`config.mk`:
```
export PLATFORM = sky130hd
export DESIGN_NAME = tcw_queue
export DESIGN_NICKNAME = d
export VERILOG_FILES = /design/src/tcw_pkg.sv /design/src/tcw_queue.sv
export VERILOG_INCLUDE_DIRS = /design/src /design/src/src
export SDC_FILE = /design/constraint.sdc
export NUM_CORES = 1
export LEC_CHECK = 0
export BUFFER_PORTS_ARGS = -buffer_cell sky130_fd_sc_hd__buf_4
export CELL_PAD_IN_SITES_DETAIL_PLACEMENT = 0
export CELL_PAD_IN_SITES_GLOBAL_PLACEMENT = 1
export CORE_MARGIN = 2
export CORE_UTILIZATION = 30
export CTS_BUF_LIST = sky130_fd_sc_hd__clkbuf_8
export CTS_CLUSTER_SIZE = 28
export DETAILED_ROUTE_END_ITERATION = 8
export PLACE_DENSITY = 0.58
export SLEW_MARGIN = 20
export SYNTH_ARGS = -nofsm -noshare
export SYNTH_HDL_FRONTEND = slang
export SYNTH_SLANG_ARGS = --single-unit
```
`constraint.sdc`:
```
create_clock -name clk -period 2.8 [get_ports clk]
set_input_delay 0.42 -clock clk [delete_from_list [all_inputs] [get_ports clk]]
set_output_delay 0.42 -clock clk [all_outputs]
set_load 0.005 [all_outputs]
```
`src/text_console_writer_macros.svh`:
```
// Assertion helpers shared by the console RTL.
`ifndef TEXT_CONSOLE_WRITER_MACROS_SVH
`define TEXT_CONSOLE_WRITER_MACROS_SVH

// Condition must never hold outside reset.
`define TCW_ASSERT_NEVER(label, clk, rst, cond, msg) \
  label: assert property (@(posedge clk) disable iff (rst) !(cond)) else $error(msg);

// Antecedent implies consequent in the same cycle.
`define TCW_ASSERT_IMPL(label, clk, rst, ante, cons, msg) \
  label: assert property (@(posedge clk) disable iff (rst) (ante) |-> (cons)) else $error(msg);

`endif

```
`src/tcw_pkg.sv`:
```
package tcw_pkg;

  // Default geometry
  localparam int COLUMNS_DEF   = 80;
  localparam int ROWS_DEF      = 25;
  localparam int TAB_WIDTH_DEF = 8;

  // Command queue between front and back
  localparam int QUEUE_DEPTH = 2;

  // Configuration registers
  localparam int            CFG_IDX_W        = 1;
  localparam int            CFG_DATA_W       = 5;
  localparam logic [0:0]    REG_FRAME_TOP    = 1'b0;
  localparam logic [0:0]    REG_FRAME_BOTTOM = 1'b1;
  localparam logic [4:0]    FRAME_TOP_RST    = 5'd0;
  localparam logic [4:0]    FRAME_BOTTOM_RST = 5'd25;

  // Function codes on the command channel
  localparam logic [3:0] FUNC_PUT_CHAR      = 4'd0;
  localparam logic [3:0] FUNC_GOTO          = 4'd1;
  localparam logic [3:0] FUNC_SET_COLOR     = 4'd2;
  localparam logic [3:0] FUNC_SAVE_BOTH     = 4'd3;
  localparam logic [3:0] FUNC_RESTORE_BOTH  = 4'd4;
  localparam logic [3:0] FUNC_SAVE_COLOR    = 4'd5;
  localparam logic [3:0] FUNC_RESTORE_COLOR = 4'd6;
  localparam logic [3:0] FUNC_CLEAR         = 4'd7;
  localparam logic [3:0] FUNC_READ_CELL     = 4'd8;

  // Control characters
  localparam logic [7:0] CH_BS    = 8'h08;
  localparam logic [7:0] CH_TAB   = 8'h09;
  localparam logic [7:0] CH_LF    = 8'h0A;
  localparam logic [7:0] CH_CR    = 8'h0D;
  localparam logic [7:0] CH_SPACE = 8'h20;

  // Classified operations
  typedef logic [3:0] op_t;
  localparam op_t OP_NOP           = 4'd0;
  localparam op_t OP_PRINT         = 4'd1;
  localparam op_t OP_BS            = 4'd2;
  localparam op_t OP_NL            = 4'd3;
  localparam op_t OP_TAB           = 4'd4;
  localparam op_t OP_GOTO          = 4'd5;
  localparam op_t OP_COLOR         = 4'd6;
  localparam op_t OP_SAVE_ALL      = 4'd7;
  localparam op_t OP_RESTORE_ALL   = 4'd8;
  localparam op_t OP_SAVE_COLOR    = 4'd9;
  localparam op_t OP_RESTORE_COLOR = 4'd10;
  localparam op_t OP_CLEAR         = 4'd11;
  localparam op_t OP_READ          = 4'd12;

  // One classified command
  typedef struct packed {
    op_t         op;
    logic [7:0]  ch;       // character to write and report
    logic [6:0]  col;      // clamped goto column
    logic [4:0]  row;      // clamped goto row
    logic [7:0]  color;    // bg << 4 | fg
    logic [10:0] addr;     // read address
    logic        addr_ok;  // read address inside the screen
  } cmd_t;

  // Effective scrolling frame, top row and exclusive bottom row
  typedef struct packed {
    logic [4:0] top;
    logic [4:0] bot;
  } frame_t;

endpackage

```
`src/tcw_queue.sv`:
```
`include "text_console_writer_macros.svh"

module tcw_queue (
  input  logic          clk,
  input  logic          rst,
  input  logic          push,
  input  tcw_pkg::cmd_t push_cmd,
  output logic          full,
  input  logic          pop,
  output logic          pop_valid,
  output tcw_pkg::cmd_t pop_cmd
);

  localparam int DEPTH = tcw_pkg::QUEUE_DEPTH;
  localparam int PTR_W = (DEPTH > 1) ? $clog2(DEPTH) : 1;
  localparam int CNT_W = $clog2(DEPTH + 1);

  tcw_pkg::cmd_t entries [DEPTH];
  logic [PTR_W-1:0] wr_ptr;
  logic [PTR_W-1:0] rd_ptr;
  logic [CNT_W-1:0] count;

  assign full      = (count == CNT_W'(DEPTH));
  assign pop_valid = (count != '0);
  assign pop_cmd   = entries[rd_ptr];

  // Pointer and fill tracking
  always_ff @(posedge clk) begin
    if (rst) begin
      wr_ptr <= '0;
      rd_ptr <= '0;
      count  <= '0;
    end else begin
      if (push) begin
        wr_ptr <= (wr_ptr == PTR_W'(DEPTH - 1)) ? '0 : wr_ptr + PTR_W'(1);
      end
      if (pop) begin
        rd_ptr <= (rd_ptr == PTR_W'(DEPTH - 1)) ? '0 : rd_ptr + PTR_W'(1);
      end
      if (push && !pop) begin
        count <= count + CNT_W'(1);
      end else if (pop && !push) begin
        count <= count - CNT_W'(1);
      end
    end
  end

  // Entry storage
  always_ff @(posedge clk) begin
    if (push) begin
      entries[wr_ptr] <= push_cmd;
    end
  end

  `TCW_ASSERT_NEVER(a_q_count, clk, rst, count > CNT_W'(DEPTH), "queue count beyond depth")
  `TCW_ASSERT_IMPL(a_q_push_full, clk, rst, push, !full, "transfer into a full queue")
  `TCW_ASSERT_IMPL(a_q_pop_empty, clk, rst, pop, count != '0, "pop from an empty queue")

endmodule

```
==> impl_metrics.py <==
metrics = {
    "run_status": {
        "status": "finished clean",
    },
    "cts": {
        "ctsLongestPathBuffers": 2,
        "cts_resized": 0,
        "cts_tree": "done",
        "post_cts_buffers": 0,
        "path_clk_slew_ps": 90,
        "cts_root_buf": "clkbuf_8",
        "clock_latency_ps": 350,
        "cts_hold_buf": 0,
        "cts.sinks": 93,
        "cts_max_level": 3,
        "cts-buffers-inserted": 9,
    },
    "synth": {
        "yosysUniqueCellTypes": 17,
        "syn_inst": 159,
        "syn_area_mm2": 0.00340,
        "yosys_warnings": 0,
        "syn_nets": 208,
        "ys_seq_area_share_pct": 80.7,
        "postSynthAreaPerCell_um2": 21.4,
        "synth-seq-cells": 93,
    },
    "sta": {
        "setup-violations-final": 0,
        "report.final.hold_viol_count": 0,
        "finClkSkew_ps": 7.94,
        "post-route-period-util_pct": 79.5,
        "tns_ps": 0,
        "holdWs_ps": 253,
        "slew_viol_final": 0,
        "fin_crit_ps": 2230,
        "rsz0062_at_grt": "no",
        "worst_pin_slew_ps": 545,
        "fmax_mhz": 449,
        "max-slew-margin-rel_pct": 63.7,
    },
    "power_and_ir_drop": {
        "switching_share_pct": 22.6,
        "seqPwrFrac_pct": 59.3,
        "ir_drop_uv": 201,
        "clockPowerShare_pct": 27.7,
        "p_leak_nw": 1.65,
        "p_per_area_mw_per_mm2": 625,
        "pwr-share-comb_pct": 13.0,
        "internal-power_w": 0.00215,
        "switching_power_w": 0.000627,
    },
    "worst_setup_path": {
        "start_kind": "flip-flop",
        "cp.required_ps": 2380,
        "path_max_fanout": 24,
        "worst_setup_path_end_kind": "primary output",
        "path_class": "flip-flop to primary output",
        "arrival_ps": 1810,
        "rr_worst_depth": 2,
        "r2r_setup_slack_ps": 1350,
        "regToRegStartpoint": "wr_ptr",
        "r2r-end": "entries[1][23]",
    },
    "place": {
        "port_buffers": 93,
        "gp_congestion": 0.654,
        "dp_hpwl_um": 3920,
    },
    "cells_and_area": {
        "antenna_cells": 0,
        "layout_commonest_cell": "buf_4",
        "layout-drive-gt1-share_pct": 60.1,
        "fin_util_pct": 40.7,
        "final_cell_mix": "buf_4, edfxtp_1, mux2_2",
        "nets": 312,
        "area_growth_pct": 30.9,
    },
    "route": {
        "drc": 0,
        "first_pass_iters": 4,
        "dr_total_vias": 1717,
        "finalWirelength_um": 6000,
        "vias_per_cell": 4.21,
        "drt-initial-drc-count": 40,
        "antenna_left": 0,
        "post_drt_wl_per_cell_um": 14.7,
    },
    "grt": {
        "grtUsageTotal_pct": 9.97,
        "antenna_found_initial": 0,
        "overflow": 0,
        "grt_pass1_vias": 1833,
        "grt_max_degree": 26,
        "grt_pass1_wl_um": 9380,
    },
    "min_path": {
        "min_to": "entries[1][36]",
        "holdPathStages": 1,
        "hp-start": "push_cmd[36]",
        "hold_path_class": "input port to flip-flop",
    },
    "floorplan": {
        "core_mm2": 0.0109,
        "die_h_um": 110,
        "rows": 38,
        "initial_utilization_pct": 31.1,
        "die_width_um": 110,
        "io-pin-count": 94,
        "die_area_mm2": 0.0122,
    },
    "flow_run": {
        "cap_violations": 0,
    },
}
-- critical path, stage by stage, from the launching register on --
cell,delay (ps)
dfxtp_2,680
buf_12,260
mux2_2,370
buf_4,140
-- layout make-up --
| type | count | area (µm²) |
|---|---|---|
| Fill cell | 1027 | 6490 |
| Sequential cell | 93 | 2740 |
| Timing Repair Buffer | 98 | 748 |
| Multi-Input combinational cell | 60 | 611 |
| Tap cell | 140 | 175 |
| Clock buffer | 9 | 124 |
| Clock inverter | 7 | 43.8 |
| Inverter | 1 | 3.75 |
-- how the worst max path moves through the flow --
| stage | from | depth (start not counted) | slack [ps] | end |
|---|---|---|---|---|
| after detailed placement | flip-flop | 3 | 890 | pop_cmd[22] |
| after floorplan | push | 1 | 790 | entries[0][0] |
| after CTS | flip-flop | 3 | 490 | pop_cmd[22] |
| final | flip-flop | 3 | 570 | pop_cmd[31] |
| after global placement | flip-flop | 3 | 880 | pop_cmd[3] |
| after global routing | flip-flop | 3 | 430 | pop_cmd[18] |
-- state kept, by name (all words and copies together) (netlist names), named ones only --
register	count
entries	88
wr_ptr	1
rd_ptr	1
count	2
-- cell usage after synthesis --
cell type,n,area (µm²)
edfxtp_1,88,2640
mux2_2,44,495
dfxtp_1,5,100
buf_6,4,45.0
nor2_1,4,15.0
xnor2_1,2,17.5
xor2_1,2,17.5
a21oi_1,1,5.00
and2_1,1,6.26
and2b_2,1,8.76
buf_2,1,5.00
ha_1,1,12.5
inv_1,1,3.75
nor2b_1,1,6.26
o21ai_0,1,5.00
or2_2,1,6.26
or3_1,1,6.26
-- metal layers --
layer	share of wire, %	vias up	GRT usage [%]
li1	-	820	-
met1	43	832	11.9
met2	50	57	16.5
met3	5.3	8	2.91
met4	1.5	0	4.75
met5	0	-	0
-- power by group through the flow --
stage / combinational, W / sequential, W / clock, W
after floorplan: 0.000175 / 0.00167 / 0
after global placement: 0.000372 / 0.00168 / 0
after detailed placement: 0.000373 / 0.00169 / 0
after CTS: 0.000375 / 0.00165 / 0.000808
after global routing: 0.000397 / 0.00166 / 0.000867
final: 0.000362 / 0.00165 / 0.000770
-- cell families after synthesis --
| family | after synthesis | share of synthesized area, % |
|---|---|---|
| adder cells (fa/ha/maj) | 1 | 0.368 |
| flip-flops | 93 | 80.7 |
| AND/OR/NAND/NOR | 9 | 1.44 |
| multiplexers | 44 | 14.6 |
| AO/OA/AOI/OAI | 2 | 0.294 |
| buffers and inverters | 6 | 1.58 |
| XOR/XNOR | 4 | 1.03 |
-- metrics by stage --
| step | instance area (µm²) | power (W) | instances | worst slack, ps |
|---|---|---|---|---|
| detailed placement | 4280 | 0.00206 | 392 | 889 |
| global route | 4450 | 0.00293 | 408 | 426 |
| CTS | 4450 | 0.00284 | 408 | 486 |
| finish | 4450 | 0.00278 | 408 | 575 |
| global placement | 4280 | 0.00205 | 392 | 877 |
| floorplan | 3400 | 0.00184 | 159 | 789 |
No activity file was read; power rests on OpenSTA's default activity.
