### src/text_console_writer_macros.svh
// Assertion helpers shared by the console RTL.
`ifndef TEXT_CONSOLE_WRITER_MACROS_SVH
`define TEXT_CONSOLE_WRITER_MACROS_SVH

// Condition must never hold outside reset.
`define TCW_ASSERT_NEVER(label, clk, rst, cond, msg) \
  label: assert property (@(posedge clk) disable iff (rst) !(cond)) else $error(msg);

// Antecedent implies consequent in the same cycle.
`define TCW_ASSERT_IMPL(label, clk, rst, ante, cons, msg) \
  label: assert property (@(posedge clk) disable iff (rst) (ante) |-> (cons)) else $error(msg);

`endif

### src/tcw_pkg.sv
package tcw_pkg;

  // Default geometry
  localparam int COLUMNS_DEF   = 80;
  localparam int ROWS_DEF      = 25;
  localparam int TAB_WIDTH_DEF = 8;

  // Command queue between front and back
  localparam int QUEUE_DEPTH = 2;

  // Configuration registers
  localparam int            CFG_IDX_W        = 1;
  localparam int            CFG_DATA_W       = 5;
  localparam logic [0:0]    REG_FRAME_TOP    = 1'b0;
  localparam logic [0:0]    REG_FRAME_BOTTOM = 1'b1;
  localparam logic [4:0]    FRAME_TOP_RST    = 5'd0;
  localparam logic [4:0]    FRAME_BOTTOM_RST = 5'd25;

  // Function codes on the command channel
  localparam logic [3:0] FUNC_PUT_CHAR      = 4'd0;
  localparam logic [3:0] FUNC_GOTO          = 4'd1;
  localparam logic [3:0] FUNC_SET_COLOR     = 4'd2;
  localparam logic [3:0] FUNC_SAVE_BOTH     = 4'd3;
  localparam logic [3:0] FUNC_RESTORE_BOTH  = 4'd4;
  localparam logic [3:0] FUNC_SAVE_COLOR    = 4'd5;
  localparam logic [3:0] FUNC_RESTORE_COLOR = 4'd6;
  localparam logic [3:0] FUNC_CLEAR         = 4'd7;
  localparam logic [3:0] FUNC_READ_CELL     = 4'd8;

  // Control characters
  localparam logic [7:0] CH_BS    = 8'h08;
  localparam logic [7:0] CH_TAB   = 8'h09;
  localparam logic [7:0] CH_LF    = 8'h0A;
  localparam logic [7:0] CH_CR    = 8'h0D;
  localparam logic [7:0] CH_SPACE = 8'h20;

  // Classified operations
  typedef logic [3:0] op_t;
  localparam op_t OP_NOP           = 4'd0;
  localparam op_t OP_PRINT         = 4'd1;
  localparam op_t OP_BS            = 4'd2;
  localparam op_t OP_NL            = 4'd3;
  localparam op_t OP_TAB           = 4'd4;
  localparam op_t OP_GOTO          = 4'd5;
  localparam op_t OP_COLOR         = 4'd6;
  localparam op_t OP_SAVE_ALL      = 4'd7;
  localparam op_t OP_RESTORE_ALL   = 4'd8;
  localparam op_t OP_SAVE_COLOR    = 4'd9;
  localparam op_t OP_RESTORE_COLOR = 4'd10;
  localparam op_t OP_CLEAR         = 4'd11;
  localparam op_t OP_READ          = 4'd12;

  // One classified command
  typedef struct packed {
    op_t         op;
    logic [7:0]  ch;       // character to write and report
    logic [6:0]  col;      // clamped goto column
    logic [4:0]  row;      // clamped goto row
    logic [7:0]  color;    // bg << 4 | fg
    logic [10:0] addr;     // read address
    logic        addr_ok;  // read address inside the screen
  } cmd_t;

  // Effective scrolling frame, top row and exclusive bottom row
  typedef struct packed {
    logic [4:0] top;
    logic [4:0] bot;
  } frame_t;

endpackage

### src/tcw_front.sv
module tcw_front #(
  parameter int COLUMNS = tcw_pkg::COLUMNS_DEF,
  parameter int ROWS    = tcw_pkg::ROWS_DEF
) (
  input  logic          clk,
  input  logic          rst,
  input  logic          cmd_valid,
  output logic          cmd_stall,
  input  logic [3:0]    func,
  input  logic [7:0]    char_code,
  input  logic [6:0]    col_x,
  input  logic [4:0]    row_y,
  input  logic [3:0]    fg_color,
  input  logic [3:0]    bg_color,
  input  logic [10:0]   cell_addr,
  input  logic          q_full,
  output logic          q_push,
  output tcw_pkg::cmd_t q_cmd
);

  localparam int CELLS = COLUMNS * ROWS;

  logic          f_valid;
  tcw_pkg::cmd_t f_cmd;
  tcw_pkg::cmd_t cls;

  // Classify the incoming item
  always_comb begin
    cls         = '0;
    cls.color   = {bg_color, fg_color};
    cls.col     = (32'(col_x) > 32'(COLUMNS - 1)) ? 7'(COLUMNS - 1) : col_x;
    cls.row     = (32'(row_y) > 32'(ROWS - 1)) ? 5'(ROWS - 1) : row_y;
    cls.addr    = cell_addr;
    cls.addr_ok = 32'(cell_addr) < 32'(CELLS);
    unique case (func)
      tcw_pkg::FUNC_PUT_CHAR: begin
        cls.ch = char_code;
        unique case (char_code)
          tcw_pkg::CH_BS: begin
            cls.op = tcw_pkg::OP_BS;
            cls.ch = tcw_pkg::CH_SPACE;
          end
          tcw_pkg::CH_LF, tcw_pkg::CH_CR: cls.op = tcw_pkg::OP_NL;
          tcw_pkg::CH_TAB: cls.op = tcw_pkg::OP_TAB;
          default: cls.op = tcw_pkg::OP_PRINT;
        endcase
      end
      tcw_pkg::FUNC_GOTO:          cls.op = tcw_pkg::OP_GOTO;
      tcw_pkg::FUNC_SET_COLOR:     cls.op = tcw_pkg::OP_COLOR;
      tcw_pkg::FUNC_SAVE_BOTH:     cls.op = tcw_pkg::OP_SAVE_ALL;
      tcw_pkg::FUNC_RESTORE_BOTH:  cls.op = tcw_pkg::OP_RESTORE_ALL;
      tcw_pkg::FUNC_SAVE_COLOR:    cls.op = tcw_pkg::OP_SAVE_COLOR;
      tcw_pkg::FUNC_RESTORE_COLOR: cls.op = tcw_pkg::OP_RESTORE_COLOR;
      tcw_pkg::FUNC_CLEAR:         cls.op = tcw_pkg::OP_CLEAR;
      tcw_pkg::FUNC_READ_CELL:     cls.op = tcw_pkg::OP_READ;
      default:                     cls.op = tcw_pkg::OP_NOP;
    endcase
  end

  // Holding register in front of the queue
  assign cmd_stall = f_valid && q_full;
  assign q_push    = f_valid && !q_full;
  assign q_cmd     = f_cmd;

  always_ff @(posedge clk) begin
    if (rst) begin
      f_valid <= 1'b0;
    end else if (!cmd_stall) begin
      f_valid <= cmd_valid;
    end
  end

  always_ff @(posedge clk) begin
    if (!cmd_stall && cmd_valid) begin
      f_cmd <= cls;
    end
  end

endmodule

### config.mk
export PLATFORM = sky130hd
export DESIGN_NAME = tcw_front
export DESIGN_NICKNAME = d
export VERILOG_FILES = /design/src/text_console_writer_macros.svh /design/src/tcw_pkg.sv /design/src/tcw_front.sv
export SDC_FILE = /design/constraint.sdc
export NUM_CORES = 1
export LEC_CHECK = 0
export ABC_AREA = 0
export BUFFER_PORTS_ARGS = -buffer_cell sky130_fd_sc_hd__buf_2
export CELL_PAD_IN_SITES_DETAIL_PLACEMENT = 1
export CELL_PAD_IN_SITES_GLOBAL_PLACEMENT = 2
export CORE_UTILIZATION = 29
export DETAILED_ROUTE_END_ITERATION = 10
export GPL_ROUTABILITY_DRIVEN = 1
export PLACE_DENSITY_LB_ADDON = 0.1
export REMOVE_ABC_BUFFERS = 1
export SYNTH_ARGS = -nofsm -noshare
export SYNTH_HDL_FRONTEND = slang
export SYNTH_SLANG_ARGS = --single-unit
### constraint.sdc
create_clock -name clk -period 4.57 [get_ports clk]
set_clock_uncertainty 0.15 [all_clocks]
set_input_delay 0.2285 -clock clk [delete_from_list [all_inputs] [get_ports clk]]
set_output_delay 0.2285 -clock clk [all_outputs]
set_load 0.01 [all_outputs]
==> results of run 1 <==
[critical path, cell delays in order (launching register included)]
cell	delay [ps]
dfxtp_1	310
and2_1	180
nor2b_4	920
[report_power, final]
part	leakage, µW	switching (µW)	internal, µW
logic	0.000586	50.6	50.0
clock network	0.0000450	124	106
registers	0.000434	5.78	481
total	0.00107	180	637
[flip-flops by register name (all words and copies together) (netlist names)]
| register | count |
|---|---|
| q_cmd | 44 |
| f_valid | 1 |
[per-stage QoR]
| stage | total power [µW] | area (µm²) | hold slack (ps) | utilization |
|---|---|---|---|---|
| 3_3_place_gp | 579.9 | 2198 | 240.0 | 0.3992 |
| 5_1_grt | 859.0 | 2511 | 34.64 | 0.4560 |
| 6_report | 817.8 | 2511 | 30.31 | 0.4560 |
| 3_5_place_dp | 583.4 | 2198 | 245.6 | 0.3992 |
| 4_1_cts | 830.8 | 2511 | 30.98 | 0.4560 |
| 2_1_floorplan | 530.2 | 1640 | 150.9 | - |
[synthesized netlist by cell type]
library cell  number
edfxtp_1          44
a22o_1             2
buf_4              1
nor2_1             5
o21ai_0            2
nor2b_1            4
inv_1              1
nor4_4             1
nor4_2             1
and2_1             4
clkbuf_1           3
and3_1             2
nand3b_1           1
o21ai_1            1
and2_2             6
o211a_1            1
nand4_1            1
nand2_1            3
o2111ai_1          1
nand3_1            1
mux2i_1            1
nor3_1             1
nand2b_1           5
a211oi_1           1
dfxtp_1            1
[worst max path at each step]
stage                  from         to  slack (ps)  cells after the start
floorplan           f_valid   q_cmd[0]        1520                      2
global placement     q_full  q_cmd[37]        2580                      3
detailed placement   q_full  q_cmd[37]        2520                      3
CTS                 f_valid   q_cmd[0]        2580                      2
global route        f_valid  q_cmd[17]        2480                      2
finish              f_valid  q_cmd[36]        2620                      2
[metal layers]
| metal | vias to the layer above | routed length [µm] | GRT usage |
|---|---|---|---|
| met5 | - | 0 | 0 |
| met4 | 0 | 56 | 0.05094 |
| met3 | 5 | 231 | 0.04000 |
| met2 | 52 | 1970 | 0.2381 |
| met1 | 561 | 1473 | 0.1392 |
| li1 | 583 | - | - |
[timing repair]
action,CTS,global route
hold buffers,23,0
endpoints found under the hold margin,23,0
setup endpoints to repair,0,0
[layout make-up]
class	count	area, µm²	share of cell area
clock buffer	6	72.57	0.02890
timing repair buffer	115	690.7	0.2750
sequential	45	1341	0.5341
tap	72	90.09	0.03587
clock inverter	2	10.01	0.003986
inverter	1	3.754	0.001495
multi-input combinational	44	302.8	0.1206
[cell families (layout without fill, tap and decap cells)]
logic type	count (synthesis)	count (layout)
flops	45	45
simple gates	35	35
compound gates	8	8
buf+inv	5	124
mux	1	1
==> summary.txt, run 1 <==
Status
  • Status: finished clean

Synth
  • Cell taking the most area after synthesis: edfxtp_1
  • Yosys cell types: 25
  • Synth Area per Inst: 17.65 µm²
  • Synth Warn #: 0
  • Top cell type's share of synthesized area: 0.7964
  • Largest family of logic cells by synthesized area: simple AND/OR/NAND/NOR gates
  • Synth Area in Simple Gates: 0.1365
  • Cells after synthesis: 94
  • Ranking of synthesized cells by area: edfxtp_1 (80%), and2_2 (2.7%), nand2b_1 (1.9%), and2_1 (1.5%), nor2b_1 (1.5%)
  • Synth Area in Compound Gates: 0.03544
  • Post-synthesis mux area share: 0.006033
  • Xor-xnor portion of the synthesized cell area: 0
  • Synth Area in Adders: 0
  • Syn Std Cell Area: 0.001659 mm²
  • Yosys reg bits: 45
  • Sequential share of the synthesized area: 0.8084

Route
  • DR iter-0 viols: 49
  • WL per Instance: 13.09 µm
  • DR vias: 1201
  • Via density per instance: 4.214
  • WL final: 3732 µm
  • Drc violations: 0
  • Drt pass-1 iters: 4
  • Post-DRT Antenna Nets: 0

STA
  • Max Freq: 514.1 MHz
  • Slew margin rel.: 0.2158
  • Setup_tns: 0 ps
  • Final worst-path setup slack: 2625 ps
  • Final Slew Violations: 0
  • Post-route minimum period: 1945 ps
  • RSZ-0062 raised after global routing: no
  • Slew @ Worst Pin: 1174 ps
  • Final Cycle Share: 0.4256
  • Hold Fails Final Rpt: 0
  • Setup violations, final: 0

Worst setup path
  • Worst EP required: 4330 ps
  • Reg-to-Reg Start: f_valid
  • CP Class: reg2reg
  • Reg2Reg Depth: 2
  • Crit Path Max Fanout: 44
  • Reg2reg end: q_cmd[36]
  • Startpoint Class: register
  • Reg2reg setup slack: 2620 ps
  • Worst Path Arrival: 1700 ps
  • CP Capture Type: register

GRT
  • Initial antenna violation count: 0
  • First-pass GRT wire length: 5913 µm
  • GRT Util Overall: 0.1304
  • Number of global-route vias before repair: 1290
  • Largest net degree at the start of global routing: 45
  • Gr ovfl total: 0

Place
  • Dpl hpwl: 2661 µm
  • Placed cells: 254
  • Setup WS pre-CTS: 2519 ps
  • Port Buffers: 92
  • Gp weighted congestion: 0.7109

Die
  • Die width: 77.64 µm
  • Die ar.: 0.006027 mm²
  • Core Area: 0.005507 mm²
  • I/O pin count: 93
  • Die height: 77.64 µm
  • Initial Util: 0.3013
  • Row cnt: 27

Power
  • Leak pwr: 0.001065 µW
  • VDD IR max: 139.1 µV
  • Power density cells: 325.7 mW/mm²

Clock network
  • CTS Root Buffer Type: clkbuf_8
  • Max Root-Sink Buffers: 2
  • Setup bufs post-CTS: 0
  • Reg clk slew, reported paths: 80 ps
  • Sink Count: 45
  • CTS Buf Count: 5
  • Cts repair resizes: 0
  • Htree depth: 2
  • Clock Latency Late Sink: 280 ps
  • TritonCTS clock tree: yes

Hold path
  • WHS Path Cells: 3
  • Min-delay worst type: in2reg
  • Hold EP: f_valid
  • Worst Hold Launch: cmd_valid

Layout
  • Layout fillers: 606
  • Fin nets: 259
  • Layout cell share with drive strength beyond 1: 0.5070
  • Ant diodes: 0
  • Non-Filler Instances: 285
  • Most common cell after layout, fill and taps aside: buf_2
  • Area delta synth->final: 51.36%
  • Most frequent cells in the layout: buf_2 (92), edfxtp_1 (44), dlygate4sd3_1 (23)

Job
  • MaxCap Viol Count: 0
Power figures use the tool's default switching activity.
==> run 2, diff against run 1 <==
- CORE_UTILIZATION: 29 -> 27
- clock period: 4.57 -> 1.8 ns (I/O delays scaled with it)
==> summary.txt, run 2 (synthesis results as in run 1) <==
Status
  • Status: finished clean

Route
  • DR iter-0 viols: 36 (-27%)
  • DR vias: 1314 (+9.4%)
  • Routed wl met3: 253 µm (+9.5%)
  • Via density per instance: 4.266 (+1.2%)
  • Drc violations: 0 (unchanged)
  • M1 wire length: 1580 µm (+7.3%)
  • WL final: 4145 µm (+11%)
  • Drt pass-1 iters: 4 (unchanged)
  • Wire length on met2: 2229 µm (+13%)
  • Post-DRT Antenna Nets: 0 (unchanged)
  • DR top layer: met4
  • WL per Instance: 13.46 µm (+2.8%)

Clock network
  • Reg clk slew, reported paths: 90 ps (about the same)
  • CTS Root Buffer Type: clkbuf_8
  • Sink Count: 45 (unchanged)
  • Htree depth: 2 (unchanged)
  • Setup bufs post-CTS: 0 (unchanged)
  • Clock Latency Late Sink: 290 ps (about the same)
  • Max Root-Sink Buffers: 2 (unchanged)
  • TritonCTS clock tree: yes
  • CTS Buf Count: 5 (unchanged)

Worst setup path
  • Crit-path cells: dlygate4sd3_1, buf_2, nor4_4, nand3_1, o211a_1
  • Worst EP required: 1710 ps (-2620 ps)
  • CP bufs+invs: 2 (+2)
  • Crit Path Max Fanout: 3 (-93%)
  • CP Capture Type: register
  • Critical path's largest stage delay: 530 ps (-390 ps)
  • Crit-path slowest cell: dlygate4sd3_1
  • Worst Path Arrival: 1440 ps (-260 ps)
  • Startpoint Class: input port
  • CP Class: in2reg
  • CP delay by family, top: buffers and inverters

Layout
  • Most common cell after layout, fill and taps aside: buf_2
  • Fin nets: 279 (+7.7%)
  • Layout fillers: 643 (+6.1%)
  • Ant diodes: 0 (unchanged)
  • Area delta synth->final: 65.76%
  • Most frequent cells in the layout: buf_2 (92), edfxtp_1 (44), dlygate4sd3_1 (41)
  • Max reg flops: 44 (unchanged)
  • Area of the multi-input gates: 302.8 µm² (unchanged)
  • Core Util, Final: 0.4645 (+0.008464)
  • Layout cell share with drive strength beyond 1: 0.4721 (-0.03494)
  • Register Area: 0.001341 mm² (unchanged)

STA
  • Slew @ Worst Pin: 553.4 ps (-620.4 ps)
  • Final Cycle Share: 0.8498
  • Slew margin rel.: 0.6272 (+0.4114)
  • Hold Fails Final Rpt: 0 (unchanged)
  • Setup violations, final: 0 (unchanged)
  • RSZ-0062 raised after global routing: no
  • Final Slew Violations: 0 (unchanged)
  • Final worst-path setup slack: 270.3 ps (-2355 ps)
  • Max Freq: 653.7 MHz
  • Post-route minimum period: 1530 ps

Power
  • Flop pwr share: 0.540 (-0.056)
  • Clock network power share: 0.330 (+0.049)
  • Int Pwr: 1789 µW (+180%)
  • Leak pwr: 0.001163 µW (+9.2%)
  • Psw: 497.1 µW (+180%)
  • Power density cells: 831.1 mW/mm² (+160%)
  • Switching part of the total power: 0.2175 (-0.003069)
  • VDD IR max: 287.9 µV (+110%)
  • Combinational Power Share: 0.130 (+0.007)

GRT
  • Number of global-route vias before repair: 1383 (+7.2%)
  • Largest net degree at the start of global routing: 45 (unchanged)
  • Initial antenna violation count: 0 (unchanged)
  • Gr ovfl total: 0 (unchanged)
  • First-pass GRT wire length: 6458 µm (+9.2%)
  • GRT Util Overall: 0.1361 (+0.005707)

Place
  • Dpl hpwl: 2815 µm (+5.8%)
  • Setup WS pre-CTS: 428.1 ps (-2090 ps)
  • Gp weighted congestion: 0.6488 (-8.7%)
  • Port Buffers: 92 (unchanged)

Die
  • Row cnt: 28 (+3.7%)
  • Die ar.: 0.006463 mm² (+7.2%)
  • Die width: 80.39 µm (+3.5%)
  • Die height: 80.39 µm (+3.5%)
  • Core Area: 0.005921 mm² (+7.5%)
  • I/O pin count: 93 (unchanged)
  • Initial Util: 0.2802 (-0.02108)

Hold path
  • Min-delay worst type: in2reg

Job
  • MaxCap Viol Count: 0 (unchanged)
==> run 2: metrics by stage <==
| stage | TNS, ps | cell area (µm²) | power [µW] | instances | hold slack, ps |
|---|---|---|---|---|---|
| after global placement | 0 | 2230 | 1481 | 259 | 96.86 |
| after detailed placement | 0 | 2230 | 1489 | 259 | 106.8 |
| final | 0 | 2750 | 2286 | 308 | 5.392 |
| after floorplan | -55200 | 1640 | 1346 | 90 | 12.38 |
| after global routing | 0 | 2750 | 2387 | 308 | 3.204 |
| after CTS | 0 | 2750 | 2309 | 308 | 3.172 |
==> run 2: timing repair <==
action | 4_1_cts | 5_1_grt
endpoints found under the hold margin | 42 | 0
resized for setup | 0 | 0
hold buffers | 41 | 0
==> run 2: final timing paths <==
path                              startpoint         to  slack (ps)  depth (start not counted)
worst min register to register       f_valid  q_cmd[19]         840                          3
worst min-delay path            char_code[5]  q_cmd[37]           5                          3
worst max register to register       f_valid    f_valid         350                          4
worst max-delay path            char_code[4]  q_cmd[35]         270                          5
==> run 2: power groups by stage <==
stage | clock [µW] | combinational, µW | sequential (µW)
2_1_floorplan | 0 | 48.9 | 1300
3_3_place_gp | 0 | 224 | 1260
3_5_place_dp | 0 | 230 | 1260
4_1_cts | 773 | 300 | 1240
5_1_grt | 821 | 326 | 1240
6_report | 755 | 296 | 1230
==> run 2: layout make-up <==
type	count	share of cell area
Tap cell	75	0.03412
Sequential cell	45	0.4877
Timing Repair Buffer	135	0.3267
Clock buffer	5	0.02502
Multi-Input combinational cell	44	0.1101
Inverter	1	0.001365
Clock inverter	3	0.01501
==> run 2: layer usage <==
layer	track usage	up-vias
li1	-	624
met1	0.1401	628
met2	0.2551	54
met3	0.03636	8
met4	0.05893	0
met5	0	-
==> run 2: tightest hold or removal path: cells and delay by family <==
| kind | cells | cell delay [ps] |
|---|---|---|
| buf+inv | 1 | 110 |
| compound gates | 1 | 80 |
| simple gates | 1 | 60 |
